===== src/sv/dedup_union_table_core_macros.svh =====
// assertion helpers for the dedup union table core
`ifndef DEDUP_UNION_TABLE_CORE_MACROS_SVH
`define DEDUP_UNION_TABLE_CORE_MACROS_SVH

`ifndef SYNTHESIS
// clocked check with an explicit clock and disable condition
`define DEDUP_ASSERT_CLK(lbl, clk_s, rst_s, prop, msg) \
  lbl: assert property (@(posedge clk_s) disable iff (rst_s) (prop)) else $error(msg);
// clocked check on the block clock, off during reset
`define DEDUP_ASSERT(lbl, prop, msg) \
  `DEDUP_ASSERT_CLK(lbl, clk, rst, prop, msg)
`else
`define DEDUP_ASSERT_CLK(lbl, clk_s, rst_s, prop, msg)
`define DEDUP_ASSERT(lbl, prop, msg)
`endif

`endif


===== src/sv/dedup_pkg.sv =====
`timescale 1ns / 1ps

package dedup_pkg;

  // table geometry
  localparam int CAPACITY = 256;
  localparam int ADDR_W   = $clog2(CAPACITY);
  localparam int CNT_W    = $clog2(CAPACITY + 1);
  localparam int VAL_W    = 32;

  typedef logic [ADDR_W-1:0]       addr_t;
  typedef logic [CNT_W-1:0]        count_t;
  typedef logic signed [VAL_W-1:0] value_t;

  localparam count_t CAP_CNT = count_t'(CAPACITY);

  // sequencer states
  typedef enum logic [2:0] {
    S_IDLE = 3'b001,
    S_SCAN = 3'b010,
    S_DONE = 3'b100
  } state_t;

  // request from the sequencer to the entry store
  typedef struct packed {
    logic   we;
    addr_t  waddr;
    value_t wdata;
    addr_t  raddr;
  } store_req_t;

  // sequencer status seen by the top level
  typedef struct packed {
    logic   busy;
    count_t count;
  } seq_status_t;

endpackage


===== src/sv/dedup_if.sv =====
`timescale 1ns / 1ps

// input request channel
interface dedup_in_if;
  import dedup_pkg::*;

  logic   valid;
  logic   ready;
  logic   func;
  value_t item_value;
  logic   start_req;

  modport source (output valid, output func, output item_value, output start_req,
                  input ready);
  modport sink (input valid, input func, input item_value, input start_req,
                output ready);
endinterface

// result channel
interface dedup_out_if;
  import dedup_pkg::*;

  logic   valid;
  logic   ready;
  value_t echo_value;
  logic   kept;
  count_t entry_count;
  logic   overflow;

  modport source (output valid, output echo_value, output kept, output entry_count,
                  output overflow, input ready);
  modport sink (input valid, input echo_value, input kept, input entry_count,
                input overflow, output ready);
endinterface


===== src/sv/dedup_seq.sv =====
`timescale 1ns / 1ps

module dedup_seq (
  input  logic                   clk,
  input  logic                   rst,
  dedup_in_if.sink               in_ch,
  dedup_out_if.source            out_ch,
  output dedup_pkg::store_req_t  mem_req,
  input  dedup_pkg::value_t      rd_data,
  output dedup_pkg::seq_status_t status
);
  import dedup_pkg::*;

  state_t state;
  logic   item_second;
  value_t item_val;
  count_t cnt;
  count_t idx;
  logic   rd_pend;
  logic   hit;
  count_t stored_count;

  logic   out_valid;
  value_t out_value;
  logic   out_kept;
  count_t out_count;
  logic   out_ovf;

  logic   match;
  logic   issue;
  logic   scan_end;
  logic   out_free;
  logic   want;
  logic   room;
  logic   keep;
  count_t eff_count;

  // shared comparator against the entry read last cycle
  assign match    = rd_pend && (rd_data == item_val);
  assign issue    = (state == S_SCAN) && (idx < cnt) && !match;
  assign scan_end = (state == S_SCAN) && (match || (!rd_pend && (idx >= cnt)));

  // append decision
  assign out_free  = !out_valid || out_ch.ready;
  assign want      = !item_second || !hit;
  assign room      = cnt < CAP_CNT;
  assign keep      = want && room;
  assign eff_count = in_ch.start_req ? '0 : stored_count;

  // store access
  assign mem_req.we    = (state == S_DONE) && out_free && keep;
  assign mem_req.waddr = cnt[ADDR_W-1:0];
  assign mem_req.wdata = item_val;
  assign mem_req.raddr = idx[ADDR_W-1:0];

  // handshakes and outputs
  assign in_ch.ready        = (state == S_IDLE);
  assign out_ch.valid       = out_valid;
  assign out_ch.echo_value  = out_value;
  assign out_ch.kept        = out_kept;
  assign out_ch.entry_count = out_count;
  assign out_ch.overflow    = out_ovf;

  assign status.busy  = (state != S_IDLE);
  assign status.count = stored_count;

  // sequencer
  always_ff @(posedge clk) begin
    if (rst) begin
      state        <= S_IDLE;
      stored_count <= '0;
      out_valid    <= 1'b0;
      rd_pend      <= 1'b0;
    end else begin
      // result taken and no new one loaded this cycle
      if (out_valid && out_ch.ready && (state != S_DONE)) begin
        out_valid <= 1'b0;
      end
      case (state)
        S_IDLE: begin
          if (in_ch.valid) begin
            item_second <= in_ch.func;
            item_val    <= in_ch.item_value;
            cnt         <= eff_count;
            idx         <= '0;
            hit         <= 1'b0;
            rd_pend     <= 1'b0;
            if (in_ch.func && (eff_count != '0)) begin
              state <= S_SCAN;
            end else begin
              state <= S_DONE;
            end
          end
        end
        S_SCAN: begin
          rd_pend <= issue;
          if (issue) begin
            idx <= idx + count_t'(1);
          end
          if (match) begin
            hit <= 1'b1;
          end
          if (scan_end) begin
            state <= S_DONE;
          end
        end
        S_DONE: begin
          rd_pend <= 1'b0;
          if (out_free) begin
            out_valid    <= 1'b1;
            out_value    <= item_val;
            out_kept     <= keep;
            out_ovf      <= want && !room;
            out_count    <= keep ? cnt + count_t'(1) : cnt;
            stored_count <= keep ? cnt + count_t'(1) : cnt;
            state        <= S_IDLE;
          end
        end
        default: begin
          state <= S_IDLE;
        end
      endcase
    end
  end

endmodule


===== src/flat_wrapper.sv =====
// flat-port wrapper written by rule: the top's interface ports become plain ports
module dedup_seq_flat import dedup_pkg::*;
  (clk, rst, mem_req, rd_data, status, in_ch_valid, in_ch_func, in_ch_item_value, in_ch_start_req, in_ch_ready, out_ch_valid, out_ch_echo_value, out_ch_kept, out_ch_entry_count, out_ch_overflow, out_ch_ready);
  dedup_in_if in_ch_i ();
  dedup_out_if out_ch_i ();
  input  logic clk;
  input  logic rst;
  output dedup_pkg::store_req_t mem_req;
  input  dedup_pkg::value_t rd_data;
  output dedup_pkg::seq_status_t status;
  input wire logic [$bits(in_ch_i.valid)-1:0] in_ch_valid;
  input wire logic [$bits(in_ch_i.func)-1:0] in_ch_func;
  input wire logic [$bits(in_ch_i.item_value)-1:0] in_ch_item_value;
  input wire logic [$bits(in_ch_i.start_req)-1:0] in_ch_start_req;
  output wire logic [$bits(in_ch_i.ready)-1:0] in_ch_ready;
  output wire logic [$bits(out_ch_i.valid)-1:0] out_ch_valid;
  output wire logic [$bits(out_ch_i.echo_value)-1:0] out_ch_echo_value;
  output wire logic [$bits(out_ch_i.kept)-1:0] out_ch_kept;
  output wire logic [$bits(out_ch_i.entry_count)-1:0] out_ch_entry_count;
  output wire logic [$bits(out_ch_i.overflow)-1:0] out_ch_overflow;
  input wire logic [$bits(out_ch_i.ready)-1:0] out_ch_ready;
  assign in_ch_i.valid = in_ch_valid;
  assign in_ch_i.func = in_ch_func;
  assign in_ch_i.item_value = in_ch_item_value;
  assign in_ch_i.start_req = in_ch_start_req;
  assign in_ch_ready = in_ch_i.ready;
  assign out_ch_valid = out_ch_i.valid;
  assign out_ch_echo_value = out_ch_i.echo_value;
  assign out_ch_kept = out_ch_i.kept;
  assign out_ch_entry_count = out_ch_i.entry_count;
  assign out_ch_overflow = out_ch_i.overflow;
  assign out_ch_i.ready = out_ch_ready;
  dedup_seq u_core (.clk(clk), .rst(rst), .in_ch(in_ch_i), .out_ch(out_ch_i), .mem_req(mem_req), .rd_data(rd_data), .status(status));
endmodule

===== config.mk =====
export PLATFORM = sky130hd
export DESIGN_NAME = dedup_seq_flat
export DESIGN_NICKNAME = d
export VERILOG_FILES = /design/src/sv/dedup_union_table_core_macros.svh /design/src/sv/dedup_pkg.sv /design/src/sv/dedup_if.sv /design/src/sv/dedup_seq.sv /design/src/flat_wrapper.sv
export SDC_FILE = /design/constraint.sdc
export NUM_CORES = 1
export LEC_CHECK = 0
export ABC_AREA = 1
export BUFFER_PORTS_ARGS = -buffer_cell sky130_fd_sc_hd__buf_2
export CORE_MARGIN = 3
export CORE_UTILIZATION = 50
export CTS_CLUSTER_SIZE = 14
export DETAILED_ROUTE_END_ITERATION = 12
export GPL_TIMING_DRIVEN = 0
export PLACE_DENSITY = 0.77
export SLEW_MARGIN = 0
export SYNTH_ARGS = -nofsm -noshare
export SYNTH_HDL_FRONTEND = slang
export SYNTH_SLANG_ARGS = --single-unit

===== constraint.sdc =====
create_clock -name clk -period 3.9 [get_ports clk]
set_clock_uncertainty 0.2 [all_clocks]
set_input_delay 0.195 -clock clk [delete_from_list [all_inputs] [get_ports clk]]
set_output_delay 0.195 -clock clk [all_outputs]
set_load 0.02 [all_outputs]

# Word-level counts from Yosys, hierarchy flattened
# Cells that the tools add are included.
# totals
ff_bits	109
output_inout_bits	104
word_cells	78
# classes
addsub	2
magnitude_cmp	3
eq_ne	11
mux	17
n_bitwise	1
n_reduce_logical	31
# op_table
cell	count
9-bit 2-to-1 mux	4
32-bit == test	1
9-bit by 1-bit adder with 9-bit output (second input constant)	2
9-bit one-hot mux with 2 select lines	1
1-bit logical AND	12
3-bit 2-to-1 mux	4
9-bit >= comparator	1
9-bit less-than comparator	1
9-bit less-than comparator (second input constant)	1
3-bit one-hot mux with 3 select lines	1
3-bit AND reduction	3
9-bit nonzero test	1
2-bit by 1-bit != test with 1-bit output (second input constant)	4
4-bit AND reduction	2
1-bit zero test	6
1-bit 2-to-1 mux	5
2-bit AND reduction	2
3-bit by 1-bit == test with 1-bit output (second input constant)	1
3-bit by 2-bit == test with 1-bit output (second input constant)	1
3-bit == test (second input constant)	1
1-bit logical OR	3
3-bit by 1-bit != test with 1-bit output (second input constant)	1
3-bit != test (second input constant)	1
1-bit one-hot mux with 3 select lines	1
5 further kinds	5

# Depth between registers and ports, before layout
# Gate-level depths: netlist of run 1.
# depth
depth_word	6
mapped_depth	13
ltp_nobuf	13

# Worst setup path after synthesis of run 1
# OpenSTA, ideal clock, no wires.
# synth_timing
path_type	register to register
from	reg u_core.state[2]
to	reg u_core.out_value[0] (netlist: u_core.out_ch.echo_value[0]), enable pin
setup_time_ps	444
arrival_time_ps	2754
setup_slack_ps	502
path_stages_with_launch	6
cell_sequence	dfxtp_1 nand3_1 nor2_2 inv_2 buf_6 nor2_1
# synth_via
elab_chain_cells	2
# synth_rtl
item	line_no	rtl
start: declaration	dedup_seq.sv:14	state_t state;
start signal: assignment	dedup_seq.sv:70	state <= S_IDLE;
start signal: assignment	dedup_seq.sv:89	state <= S_SCAN;
start signal: assignment	dedup_seq.sv:91	state <= S_DONE;
3-bit == test	dedup_seq.sv:79	case (state)
3-bit AND reduction (no line)	-	
end signal: assignment	dedup_seq.sv:111	out_value <= item_val;
end: declaration	dedup_seq.sv:24	value_t out_value;
# Every way passes these cells.
# A chain may end at the register's enable or synchronous reset.

# Worst setup path after layout of run 1
# layout_timing
from	reg u_core.item_val[25]
to	reg u_core.idx[5], enable pin
# layout_via
elab_chain_cells	6
# layout_rtl
item	line_no	rtl
start: declaration	dedup_seq.sv:16	value_t item_val;
start signal: assignment	dedup_seq.sv:83	item_val <= in_ch.item_value;
32-bit == test	dedup_seq.sv:39	assign match = rd_pend && (rd_data == item_val);
1-bit logical AND	dedup_seq.sv:39	
1-bit zero test	dedup_seq.sv:40	assign issue = (state == S_SCAN) && (idx < cnt) && !match;
1-bit logical AND	dedup_seq.sv:40	
2-bit by 1-bit != test with 1-bit output (no line)	-	
4-bit AND reduction (no line)	-	
end signal: assignment	dedup_seq.sv:98	idx <= idx + count_t'(1);
end: declaration	dedup_seq.sv:18	count_t idx;
# Every way passes these cells.

==> flow_results.org, run 1 <==
** Run status
- Result of the run :: finished clean

** Flow run
- Reported max-cap violation count :: 0

** Place
- Once placement finished, the instance area stood at 0.00597 mm².
- Detailed placement HPWL :: 8.95 mm
- At the end of routability-driven placement, the weighted congestion stood at 0.823.
- In this run the tool buffered the top-level ports with 172 buffer cells.
- The number of placed instances, taps included, is 752.

** STA
- After layout, the worst path uses 71.2% of the clock period.
- The number of hold-slack violations in the final timing report is 0.
- Worst relative slew slack :: 40.7%
- The count of final max-slew check failures was 0.
- Setup TNS after final layout :: 0 ns
- Final number of setup-violating endpoints :: 0
- RSZ-0062 raised after global routing :: false
- The routed design could run at a clock period as short as 2.78 ns.
- Derived from the worst setup path, the maximum achievable clock frequency is 360 MHz.
- At the pin with the least slew margin, the transition time is 0.887 ns.

** Route
- DRC errors left :: 0
- Via density per instance :: 4.83
- Detailed Route WL :: 12.4 mm
- Routed length on met1 :: 4.96 mm
- Summing over every cut layer, the via total after detailed routing is 3884.
- In the detailed route, the total length drawn on met3 is 814 µm.
- In the final routed layout, each cell accounts on average for 15.4 µm.
- Summed over all nets, wire length on met2 after detailed routing comes to 6.40 mm.
- Once detail routing completed, the nets flagged for antenna violations numbered 0.
- In this run, the number of DRC markers left after iteration 0 of detailed routing was 265.
- Max Used Layer :: met4
- Detailed-routing iteration count for the pre-antenna-repair pass :: 4

** Global route
- The via count of the first global-routing pass came to 3890.
- Pin count of the biggest net entering global routing :: 36
- The number of antenna violations at the first check in global routing was 0.
- Tot GR Track Use :: 22.7%
- The first global-routing pass estimated 19.5 mm of wire.
- Global routing finished with a remaining overflow of 0.

** Power and ir drop
- Power density of the placed cells :: 488 mW/mm²
- Maximum vdd drop :: 282 µV
- In this run the static leakage power is 0.00299 µW.
- The design draws 3180 µW.

** Worst setup path
- CP max FO :: 9
- Walking the worst path, the cells encountered are or2_2 -> nand3_1 -> nor2_1 -> nand2_1 -> nor2_1 -> a21oi_1 -> nand2_1 -> a21boi_1.
- STA puts the critical path data arrival time at 2.57 ns.
- Among all stages on the critical path, the largest delay is contributed by sky130_fd_sc_hd__a21boi_1.
- Kind of launch point of the worst setup path :: flop
- The worst setup path is captured at a flop.
- Largest stage delay, worst path :: 0.70 ns
- The critical path in this run is classified as flop to flop.
- WP data required :: 3.69 ns

** Clock tree
- Max H-tree Level :: 3
- Once the clock tree was built, the setup fixing pass inserted 0 buffers.
- In this run the deepest clock path goes through 2 buffers.
- Num CTS Buffers :: 9
- The number of gates resized after CTS was 0.
- Clock Pin Slew Worst Setup and Hold Paths :: 0.11 ns
- Clock Sink Count :: 109
- TritonCTS built the clock tree.
- Hold buffers post-CTS :: 36
- Clk root buf :: sky130_fd_sc_hd__clkbuf_8
- Clock latency reported for the late side of the worst-skew pair :: 0.36 ns

** Yosys
- Counting every net in the synthesized netlist gives 530.
- Each instance of the synthesized netlist takes up on average 10.9 µm².
- The most used flip-flop cell after synthesis is sky130_fd_sc_hd__edfxtp_1.
- Async set or reset register ratio after synthesis :: 0%
- Library cell occupying the most area in the post-synthesis netlist :: sky130_fd_sc_hd__edfxtp_1
- Synthesis warning total :: 0
- Number of different library cells in the post-synthesis netlist :: 35
- Summing the sequential cell areas from Yosys gives 64.1% of the chip area.
- Area of the mapped netlist :: 0.00489 mm²
- Of the post-synthesis cell area, the dominant cell type holds 58.4%.
- Counting every instance in the synthesized netlist gives 449.
- Post-synth EDFFs :: 95
- Top area cells in the synthesized netlist :: sky130_fd_sc_hd__edfxtp_1 (58%), sky130_fd_sc_hd__inv_1 (6.1%), sky130_fd_sc_hd__dfxtp_1 (5.7%), sky130_fd_sc_hd__nand2_1 (5.7%), sky130_fd_sc_hd__nor2_1 (4.1%)
- In this run, synthesis produced a sequential element count of 109.

** Layout
- Once layout is complete, the cells apart from fillers number 804.
- Cells fill 69.5% of the core in the end.
- The post-route netlist has 33.5% of its cells at a drive strength greater than 1.
- Syn-to-layout area delta :: 33.2%
- Final net count :: 751
- Diodes inserted :: 0
- Cell area after layout :: 0.00651 mm²

** Floorplan
- The initial utilization of the core area, before any placement, comes to 52.1%.
- During I/O placement, the number of pins put on the boundary was 174.
- The die is 105 µm tall.
- Die Footprint :: 0.0110 mm²
- Core area :: 0.00937 mm²
- In this run the core area contains 35 standard-cell rows.
- Die X :: 105 µm

** Hold path
- The path class of the tightest hold or removal check is input pin to flop.
[final cells by class]
type	instances	area, µm²
Tap cell	129	161
Clock inverter	7	53.8
Fill cell	718	2860
Multi-Input combinational cell	238	1320
Clock buffer	9	124
Timing Repair Buffer	210	1270
Buffer	19	140
Inverter	83	312
Sequential cell	109	3130
[flip-flops by register name, indices dropped and copies added, names as in the netlist, 3 cells and up]
signal and count:
u_core.item_val 32, u_core.out_ch.echo_value 32, u_core.cnt 9, u_core.idx 9, u_core.out_ch.entry_count 9, u_core.stored_count 9, u_core.state 3
[cells in the final DEF, fill, tap and decap left out, types with 5 or more instances in the layout]
cell type,netlist,final
sky130_fd_sc_hd__xor2_1,9,9
sky130_fd_sc_hd__dlygate4sd3_1,0,36
sky130_fd_sc_hd__nand3_1,11,11
sky130_fd_sc_hd__a21oi_1,19,19
sky130_fd_sc_hd__dfxtp_1,14,14
sky130_fd_sc_hd__xnor2_1,9,9
sky130_fd_sc_hd__clkbuf_8,0,9
sky130_fd_sc_hd__nor2_1,54,52
sky130_fd_sc_hd__ha_1,11,11
sky130_fd_sc_hd__nand2_1,74,74
sky130_fd_sc_hd__buf_2,1,173
sky130_fd_sc_hd__buf_4,16,16
sky130_fd_sc_hd__inv_1,79,79
sky130_fd_sc_hd__nand4_1,7,7
sky130_fd_sc_hd__o21ai_0,11,11
sky130_fd_sc_hd__edfxtp_1,95,95
sky130_fd_sc_hd__nor3_1,5,5
[worst paths after layout]
check,start,to,slack (ns),cells past startpoint
max,u_core.item_val[25]$_DFFE_PP_,u_core.idx[5]$_SDFFCE_PN0P_,1.12,8
max reg2reg,u_core.item_val[25]$_DFFE_PP_,u_core.idx[5]$_SDFFCE_PN0P_,1.12,8
min,in_ch_start_req,u_core.cnt[0]$_DFFE_PP_,0.04,2
min reg2reg,u_core.rd_pend$_SDFFE_PP0P_,u_core.rd_pend$_SDFFE_PP0P_,0.28,2
[routing by layer]
metal / global-route usage (%) / vias to the layer above
met1: 26.9 / 1807
met4: 5.72 / 0
li1: - / 1899
met2: 40.7 / 163
met3: 6.18 / 15
met5: 0 / -
[synthesized netlist by cell type, drive strengths merged, types with 3 or more instances]
master	count
xnor2	9
xor2	9
ha	11
a21oi	21
nand3	12
nand2	75
a211oi	3
dfxtp	14
buf	18
nand4	7
inv	83
nor2	56
nor3	9
edfxtp	95
o21ai	13
[power breakdown]
group          switching, µW  total (µW)  internal, µW
logic                    600         951           351
registers                122        1590          1470
clock network            395         636           241
[metrics by stage]
step | hold WS [ns] | worst slack (ns)
detailed placement | 0.173 | 1.18
finish | 0.0378 | 1.12
global route | 0.0266 | 0.920
floorplan | 0.0939 | 0.502
CTS | 0.0145 | 1.15
global placement | 0.172 | -0.589
[critical path: cells and delay by family (launching register included)]
| kind | cells | cell delay [ns] |
|---|---|---|
| AO/OA/AOI/OAI | 2 | 0.97 |
| flip-flops | 1 | 0.45 |
| AND/OR/NAND/NOR | 6 | 0.80 |
[kinds of logic after synthesis]
logic type               count (synthesis)  share of synthesized area, %
AND/OR/NAND/NOR                        166                          15.3
AO/OA/AOI/OAI                           43                          5.28
buffers and inverters                  102                          9.24
flip-flops                             109                          64.1
XOR/XNOR                                18                          3.23
adder cells (fa/ha/maj)                 11                          2.82
(Power assumes the default switching activity.)
==> run 2, diff against run 1 <==
Clock period 3.9 ns to 2.77 ns, I/O delays scaled along.
==> run 2 against run 1 <==
- critical endpoint is now u_core.idx[4]$_SDFFCE_PN0P_
- routed wire length is 0.38% higher
- critical path type unchanged
- clock power is 46% higher
- critical path depth unchanged
- hold slack gained 0.24 ns
- sequential power rose by 41%
- count of clock-buffer cells in the layout grew 1
- sequential share of layout area decreased by 0.17 points
- non-clock buffer count up 1
==> flow_results.org, run 2 (same netlist as run 1, synthesis figures left out) <==
** Power and ir drop
- Leakage power :: 0.00300 µW
- Maximum vdd drop :: 608 µV
- Power spread over the standard cell area amounts to 691 mW/mm².

** Layout
- Most common library cell in the layout ignoring fill and taps :: sky130_fd_sc_hd__buf_2
- Measured on the finished design, the core utilization comes to 69.7%.
- Final net count :: 752
- Summing all multi-input logic gate instances after layout gives 0.00132 mm².
- Most used cells in the layout excluding fill and tap cells :: sky130_fd_sc_hd__buf_2 (173), sky130_fd_sc_hd__edfxtp_1 (95), sky130_fd_sc_hd__inv_1 (79), sky130_fd_sc_hd__nand2_1 (74), sky130_fd_sc_hd__nor2_1 (52)
- Across the whole layout, storage elements account for 0.00313 mm².
- Diodes inserted :: 0
- Summing all non-filler instances in the final layout gives an area of 0.00653 mm².
- Proportion of layout cells with a drive suffix above 1 :: 33.6%
- The area growth from synthesis to layout is 33.7%.
- Number of fillers in the final layout :: 722

** Clock tree
- Clock Pin Slew Worst Setup and Hold Paths :: 0.11 ns
- In this run, CTS created clock tree buffers numbering 9.
- Max H-tree Level :: 3
- In this run the deepest clock path goes through 2 buffers.
- TritonCTS built the clock tree.
- Clock Sink Count :: 109
- Clock latency reported for the late side of the worst-skew pair :: 0.37 ns
- The cell sitting at the root of the clock tree is a sky130_fd_sc_hd__clkbuf_8.

** Worst setup path
- Largest stage delay, worst path :: 0.49 ns
- Slowest library cell on the worst path :: sky130_fd_sc_hd__edfxtp_1
- Data on the critical path arrives at its endpoint at 2.29 ns.
- STA classifies the critical path startpoint as a flop.
- Number of buffers and inverters on the critical path :: 1
- For the worst setup path, the data required time is 2.58 ns.
- The critical path is of the flop to flop type.
- STA classifies the critical path endpoint as a flop.
- The critical path goes through inv_1 -> ha_1 -> a21oi_1 -> o21ai_0 -> nand2_1 -> and3_1 -> nand2_1 -> a21boi_2.
- Grouping stages by cell kind, the critical path spends the most delay in compound AO/OA/AOI/OAI gates.
- CP max FO :: 9
- In this design, the critical path's most frequently occurring cell is sky130_fd_sc_hd__nand2_1.

** STA
- Setup violations remaining at the end of the flow were counted as 0.
- Setup TNS after final layout :: 0 ns
- Setup slack on the critical path of the routed design comes to 0.286 ns.
- The worst pin sits at a relative slew slack of 58.2%.
- For the pin with the worst max-slew slack, the measured transition is 0.625 ns.
- Final worst-path cycle share :: 89.7%
- Maximum clock frequency :: 403 MHz
- Worst hold slack across all endpoints :: 0.276 ns
- Final hold violation count :: 0
- Counting I/O delays and the setup requirement, the final critical path takes 2.48 ns.
- RSZ-0062 raised after global routing :: false
- The count of final max-slew check failures came to 0.

** Place
- Detailed placement HPWL :: 8.98 mm
- Once placement finished, the instance area stood at 0.00596 mm².
- IO Port Bufs :: 172
- Pre-CTS setup slack :: 0.0774 ns
- Routability cong. :: 0.828

** Flow run
- The tool flagged a number of max-cap violations equal to 0.

** Floorplan
- Die X :: 105 µm
- Height of the die :: 105 µm
- # rows :: 35
- The floorplan step defined a die boundary enclosing 0.0110 mm².
- Boundary Pins :: 174
- The floorplan step defined a core boundary enclosing 0.00937 mm².
- The initial utilization of the core area, before any placement, comes to 52.1%.

** Global route
- Wire length of the first global-routing pass :: 19.7 mm
- The via count of the first global-routing pass is 3913.
- GRT overflow :: 0
- For this run, the total global-route usage over all layers was measured as 22.7%.
- Entering global routing, the biggest net connects 35 pins.
- The number of antenna violations at the first check in global routing came to 0.

** Hold path
- In this run the worst hold path is classified as input pin to flop.

** Route
- Using the TritonRoute via totals, the vias-per-cell ratio works out to 4.86.
- Average wire per standard cell :: 15.4 µm
- Before antenna repair, the detailed router went through 6 iterations.
- DRC errors left :: 0
- Overall via count from detail_route :: 3912
- The detailed router finished its first iteration with 213 violations.
- Detailed Route WL :: 12.4 mm
- Antenna-violating nets left :: 0

** Run status
- Result of the run :: finished clean
run 2: routing by layer:
metal	track usage, %	vias up	routed length, µm
met5	0	-	0
met4	5.44	0	139
met3	6.11	15	961
met2	40.1	168	6400
met1	27.6	1825	4930
li1	-	1904	-
run 2: repair_timing:
item	CTS	global route
gates resized for setup	0	1
setup endpoints to repair	0	9
buffers inserted	0	0
hold endpoints to repair	49	0
hold buffers	37	0
run 2: power by group:
group / switching, µW / internal (µW)
Sequential: 170 / 2070
Combinational: 855 / 492
Clock: 561 / 370
run 2: area by class of cell:
type / instances / area share (%)
Tap cell: 129 / 2.47
Clock inverter: 6 / 0.862
Sequential cell: 109 / 48.0
Timing Repair Buffer: 211 / 19.5
Clock buffer: 10 / 2.11
Inverter: 83 / 4.77
Multi-Input combinational cell: 238 / 20.2
Buffer: 19 / 2.15
run 2: metrics by stage:
| step | cells | power (µW) |
|---|---|---|
| floorplan | 449 | 3110 |
| global placement | 750 | 3500 |
| detailed placement | 752 | 3560 |
| CTS | 805 | 4540 |
| global route | 805 | 4780 |
| finish | 805 | 4510 |
run 2: worst paths after layout:
kind,startpoint,end,slack [ns],depth (start not counted)
worst max register to register,u_core.cnt[4]$_DFFE_PP_,u_core.idx[4]$_SDFFCE_PN0P_,0.29,8
worst min register to register,u_core.item_val[19]$_DFFE_PP_,u_core.out_ch.echo_value[19]$_DFFE_PP_,0.29,0
worst max-delay path,u_core.cnt[4]$_DFFE_PP_,u_core.idx[4]$_SDFFCE_PN0P_,0.29,8
worst min-delay path,in_ch_item_value[24],u_core.item_val[24]$_DFFE_PP_,0.28,2
run 2: worst reg2reg max path, cell delays in order (launching register included):
cell and delay, ns:
sky130_fd_sc_hd__edfxtp_1 0.49, sky130_fd_sc_hd__inv_1 0.10, sky130_fd_sc_hd__ha_1 0.32, sky130_fd_sc_hd__a21oi_1 0.13, sky130_fd_sc_hd__o21ai_0 0.09, sky130_fd_sc_hd__nand2_1 0.07, sky130_fd_sc_hd__and3_1 0.17, sky130_fd_sc_hd__nand2_1 0.09
sky130_fd_sc_hd__a21boi_2 0.46
==> run 3, diff against run 2 <==
Settings changed: ABC_AREA 1 to not set, CORE_UTILIZATION 50 to 49, SETUP_SLACK_MARGIN set to 0.1.
==> run 3 against run 2 <==
- final cell count decreased by 18%
- fmax shrank 3.7%
- synthesized cell count is 27% lower
- flip-flop and latch count is the same
- combinational power fell by 29%
- routed wire length is 6.2% lower
- critical path type unchanged
- largest cell class unchanged
==> flow_results.org, run 3 <==
** Run status
- Result of the run :: finished clean

** Floorplan
- In this run the core area contains 34 standard-cell rows.
- Die X :: 103 µm
- Height of the die :: 103 µm
- Die Footprint :: 0.0106 mm²
- The initial utilization of the core area, before any placement, comes to 51.7%.
- Core area :: 0.00893 mm²
- Boundary Pins :: 174

** Clock tree
- Counting every sink on the clock net gives 109.
- CTS tree :: done
- The clock passes through at most 2 buffers.
- Clk root buf :: sky130_fd_sc_hd__clkbuf_8
- Max H-tree Level :: 3
- In this run, CTS created clock tree buffers numbering 9.
- Clock latency reported for the late side of the worst-skew pair :: 0.37 ns
- After clock tree synthesis, the clock-pin slew on the worst setup and hold paths is 0.12 ns.

** Yosys
- In this run the biggest area consumer among cell types represents 61.8% of the synthesized area.
- The mapped netlist covers 0.00462 mm².
- Post-synth EDFFs :: 95
- Sequential-to-total area share from yosys stat :: 67.9%
- Yosys mapped the design onto 37 distinct sky130hd cell types.
- The synthesized design contains 109 register bits.
- During synthesis, Yosys emitted a total of 0 warnings.
- Most numerous cell in the Yosys netlist :: sky130_fd_sc_hd__edfxtp_1
- Average instance area after synthesis :: 14.1 µm²
- Syn Inst Count :: 328
- Most numerous cell types in the synthesized netlist :: sky130_fd_sc_hd__edfxtp_1 (95), sky130_fd_sc_hd__xor2_1 (32), sky130_fd_sc_hd__nor2_1 (22)
- When the netlist entered floorplanning its net count stood at 409.
- The biggest area contributor in the post-synthesis netlist is sky130_fd_sc_hd__edfxtp_1.
- Top area cells in the synthesized netlist :: sky130_fd_sc_hd__edfxtp_1 (62%), sky130_fd_sc_hd__dfxtp_1 (6.1%), sky130_fd_sc_hd__xor2_1 (6.1%), sky130_fd_sc_hd__xnor2_1 (3.0%), sky130_fd_sc_hd__ha_1 (3.0%)
- The most used flip-flop cell after synthesis is sky130_fd_sc_hd__edfxtp_1.
- Async set or reset register ratio after synthesis :: 0%

** STA
- The number of hold-slack violations in the final timing report was 0.
- Setup violations remaining at the end of the flow were counted as 0.
- Final worst-path cycle share :: 93.1%
- Fin. max-slew vios :: 0
- Final critical delay including setup and external delays :: 2.58 ns
- Based on the critical path, the design can be clocked at up to 388 MHz.
- At the pin with the least slew margin, the transition time is 0.810 ns.
- Setup repair after global routing left no endpoint under its margin.
- The worst pin sits at a relative slew slack of 46.0%.

** Place
- Detailed placement ended at an HPWL of 8.04 mm.
- In this run the cell area measured after placement is 0.00565 mm².
- Routability-driven placement finished with a final weighted congestion of 0.842.
- Input and output buffers added on the ports amount to 173.

** Layout
- Syn-to-layout area delta :: 35.5%
- Diodes inserted :: 0
- For this run, the share of the core covered by cells in the final layout is 70.0%.
- Proportion of layout cells with a drive suffix above 1 :: 39.4%
- After the last flow step, the layout net total stands at 632.
- Most common library cell in the layout ignoring fill and taps :: sky130_fd_sc_hd__buf_2
- Cell area after layout :: 0.00626 mm²
- In the layout the commonest cells are sky130_fd_sc_hd__buf_2 (175), sky130_fd_sc_hd__edfxtp_1 (95), sky130_fd_sc_hd__dlygate4sd3_1 (36), sky130_fd_sc_hd__xor2_1 (32), sky130_fd_sc_hd__nor2_1 (21).

** Worst setup path
- The most critical setup path has its startpoint at u_core.item_val[10]$_DFFE_PP_.
- In this run the critical register-to-register path is launched from u_core.item_val[10]$_DFFE_PP_.
- In this run the register-to-register setup slack is 0.19 ns.
- STA classifies the critical path endpoint as a flop.
- The endpoint identified for the worst register-to-register timing path is u_core.idx[8]$_SDFFCE_PN0P_.
- Counting cells, the worst reg-to-reg path comes to 6.
- Critical path endpoint :: u_core.idx[8]$_SDFFCE_PN0P_
- At the worst endpoint, the arrival time is 2.51 ns.
- The worst setup path is launched from a flop.
- At the worst endpoint, the required time is 2.70 ns.
- CP max FO :: 8
- The critical path is of the flop to flop type.

** Route
- Once detail routing completed, the nets flagged for antenna violations numbered 0.
- Detailed Route WL :: 11.7 mm
- Overall via count from detail_route :: 3337
- Average wire per standard cell :: 17.6 µm
- For this block, the initial DRC count from the detailed router was 136.
- Detailed-routing iteration count for the pre-antenna-repair pass :: 4
- In the routed design, unresolved DRC markers number 0.
- Using the TritonRoute via totals, the vias-per-cell ratio works out to 5.03.

** Hold path
- Type of the most critical hold path :: input pin to flop

** Global route
- The first global-routing pass estimated 17.1 mm of wire.
- GRT overflow :: 0
- Initial antenna violation count :: 0
- Pin count of the biggest net entering global routing :: 27
- In the global route stage, overall resource usage came out at 21.5%.
- Vias in the first global route :: 3320

** Flow run
- Reported max-cap violation count :: 0

** Power and ir drop
- Power density of the placed cells :: 643 mW/mm²
- The worst-case IR drop observed on VDD is 405 µV.
- Leakage power :: 0.00261 µW
-- run 3: layout make-up --
type,instances,area (µm²)
Tap cell,108,135
Sequential cell,109,3130
Buffer,21,149
Timing Repair Buffer,211,1270
Inverter,20,75.1
Clock inverter,7,80.1
Fill cell,627,2680
Clock buffer,9,124
Multi-Input combinational cell,179,1290
-- run 3: how the worst min path moves through the flow --
| stage | startpoint | to | slack [ns] | cells past startpoint |
|---|---|---|---|---|
| 2_1_floorplan | in_ch_func | u_core.item_second$_DFFE_PP_ | 0.04 | 0 |
| 3_3_place_gp | in_ch_item_value[25] | u_core.item_val[25]$_DFFE_PP_ | 0.11 | 1 |
| 3_5_place_dp | in_ch_item_value[10] | u_core.item_val[10]$_DFFE_PP_ | 0.12 | 1 |
| 4_1_cts | rd_data[5] | u_core.rd_pend$_SDFFE_PP0P_ | 0.06 | 5 |
| 5_1_grt | in_ch_valid | u_core.state[0]$_SDFFE_PP1P_ | 0.09 | 6 |
| 6_report | in_ch_valid | u_core.state[0]$_SDFFE_PP1P_ | 0.08 | 6 |
-- run 3: routing by layer --
metal  part of all wire [%]  track usage (%)  vias up  wire (µm)
li1                       -                -     1610          -
met1                     39             26.2     1548       4490
met2                     52             36.7      153       6060
met3                    6.9             6.56       26        804
met4                    2.6             6.47        0        303
met5                      0                0        -          0
-- run 3: stage by stage --
step / hold slack, ns / TNS [ns] / instances / total power (µW) / setup WS, ns
finish: 0.0840 / 0 / 664 / 4020 / 0.191
global route: 0.0934 / 0 / 664 / 4210 / 0.0889
CTS: 0.0557 / 0 / 663 / 4010 / 0.0925
detailed placement: 0.117 / -0.910 / 610 / 3040 / -0.102
global placement: 0.115 / -19.57 / 609 / 3010 / -0.456
floorplan: 0.0374 / 0 / 328 / 2710 / 0.122
-- run 3: power by group --
part / internal, µW / leakage [µW] / switching, µW
sequential: 1990 / 0.000987 / 126
combinational: 388 / 0.00152 / 574
clock: 360 / 0.0000994 / 589
total: 2730 / 0.00261 / 1290
-- run 3: logic make-up (layout without fill, tap and decap cells) --
logic type	after synthesis	count (layout)	share of synthesized area [%]
mux	6	6	1.30
fa+ha+maj	11	11	2.98
xor+xnor	48	48	9.11
buf+inv	41	268	4.85
flops	109	109	67.9
simple gates	81	82	9.57
compound gates	32	32	4.34
-- run 3: worst max-delay path, cell delays in order (launching register included) --
cell                       delay, ns
sky130_fd_sc_hd__edfxtp_1       0.46
sky130_fd_sc_hd__xor2_1         0.19
sky130_fd_sc_hd__nor4_1         0.45
sky130_fd_sc_hd__nand4_1        0.24
sky130_fd_sc_hd__nor4_4         0.46
sky130_fd_sc_hd__o22ai_4        0.14
sky130_fd_sc_hd__buf_12         0.18
-- run 3: timing repair --
item / in CTS / in global routing
resized for setup: 1 / 2
endpoints found under the setup margin: 24 / 30
cloned: 1 / 0
endpoints found under the hold margin: 46 / 0
hold buffers: 36 / 0
pin swaps: 0 / 2
setup buffers: 0 / 1
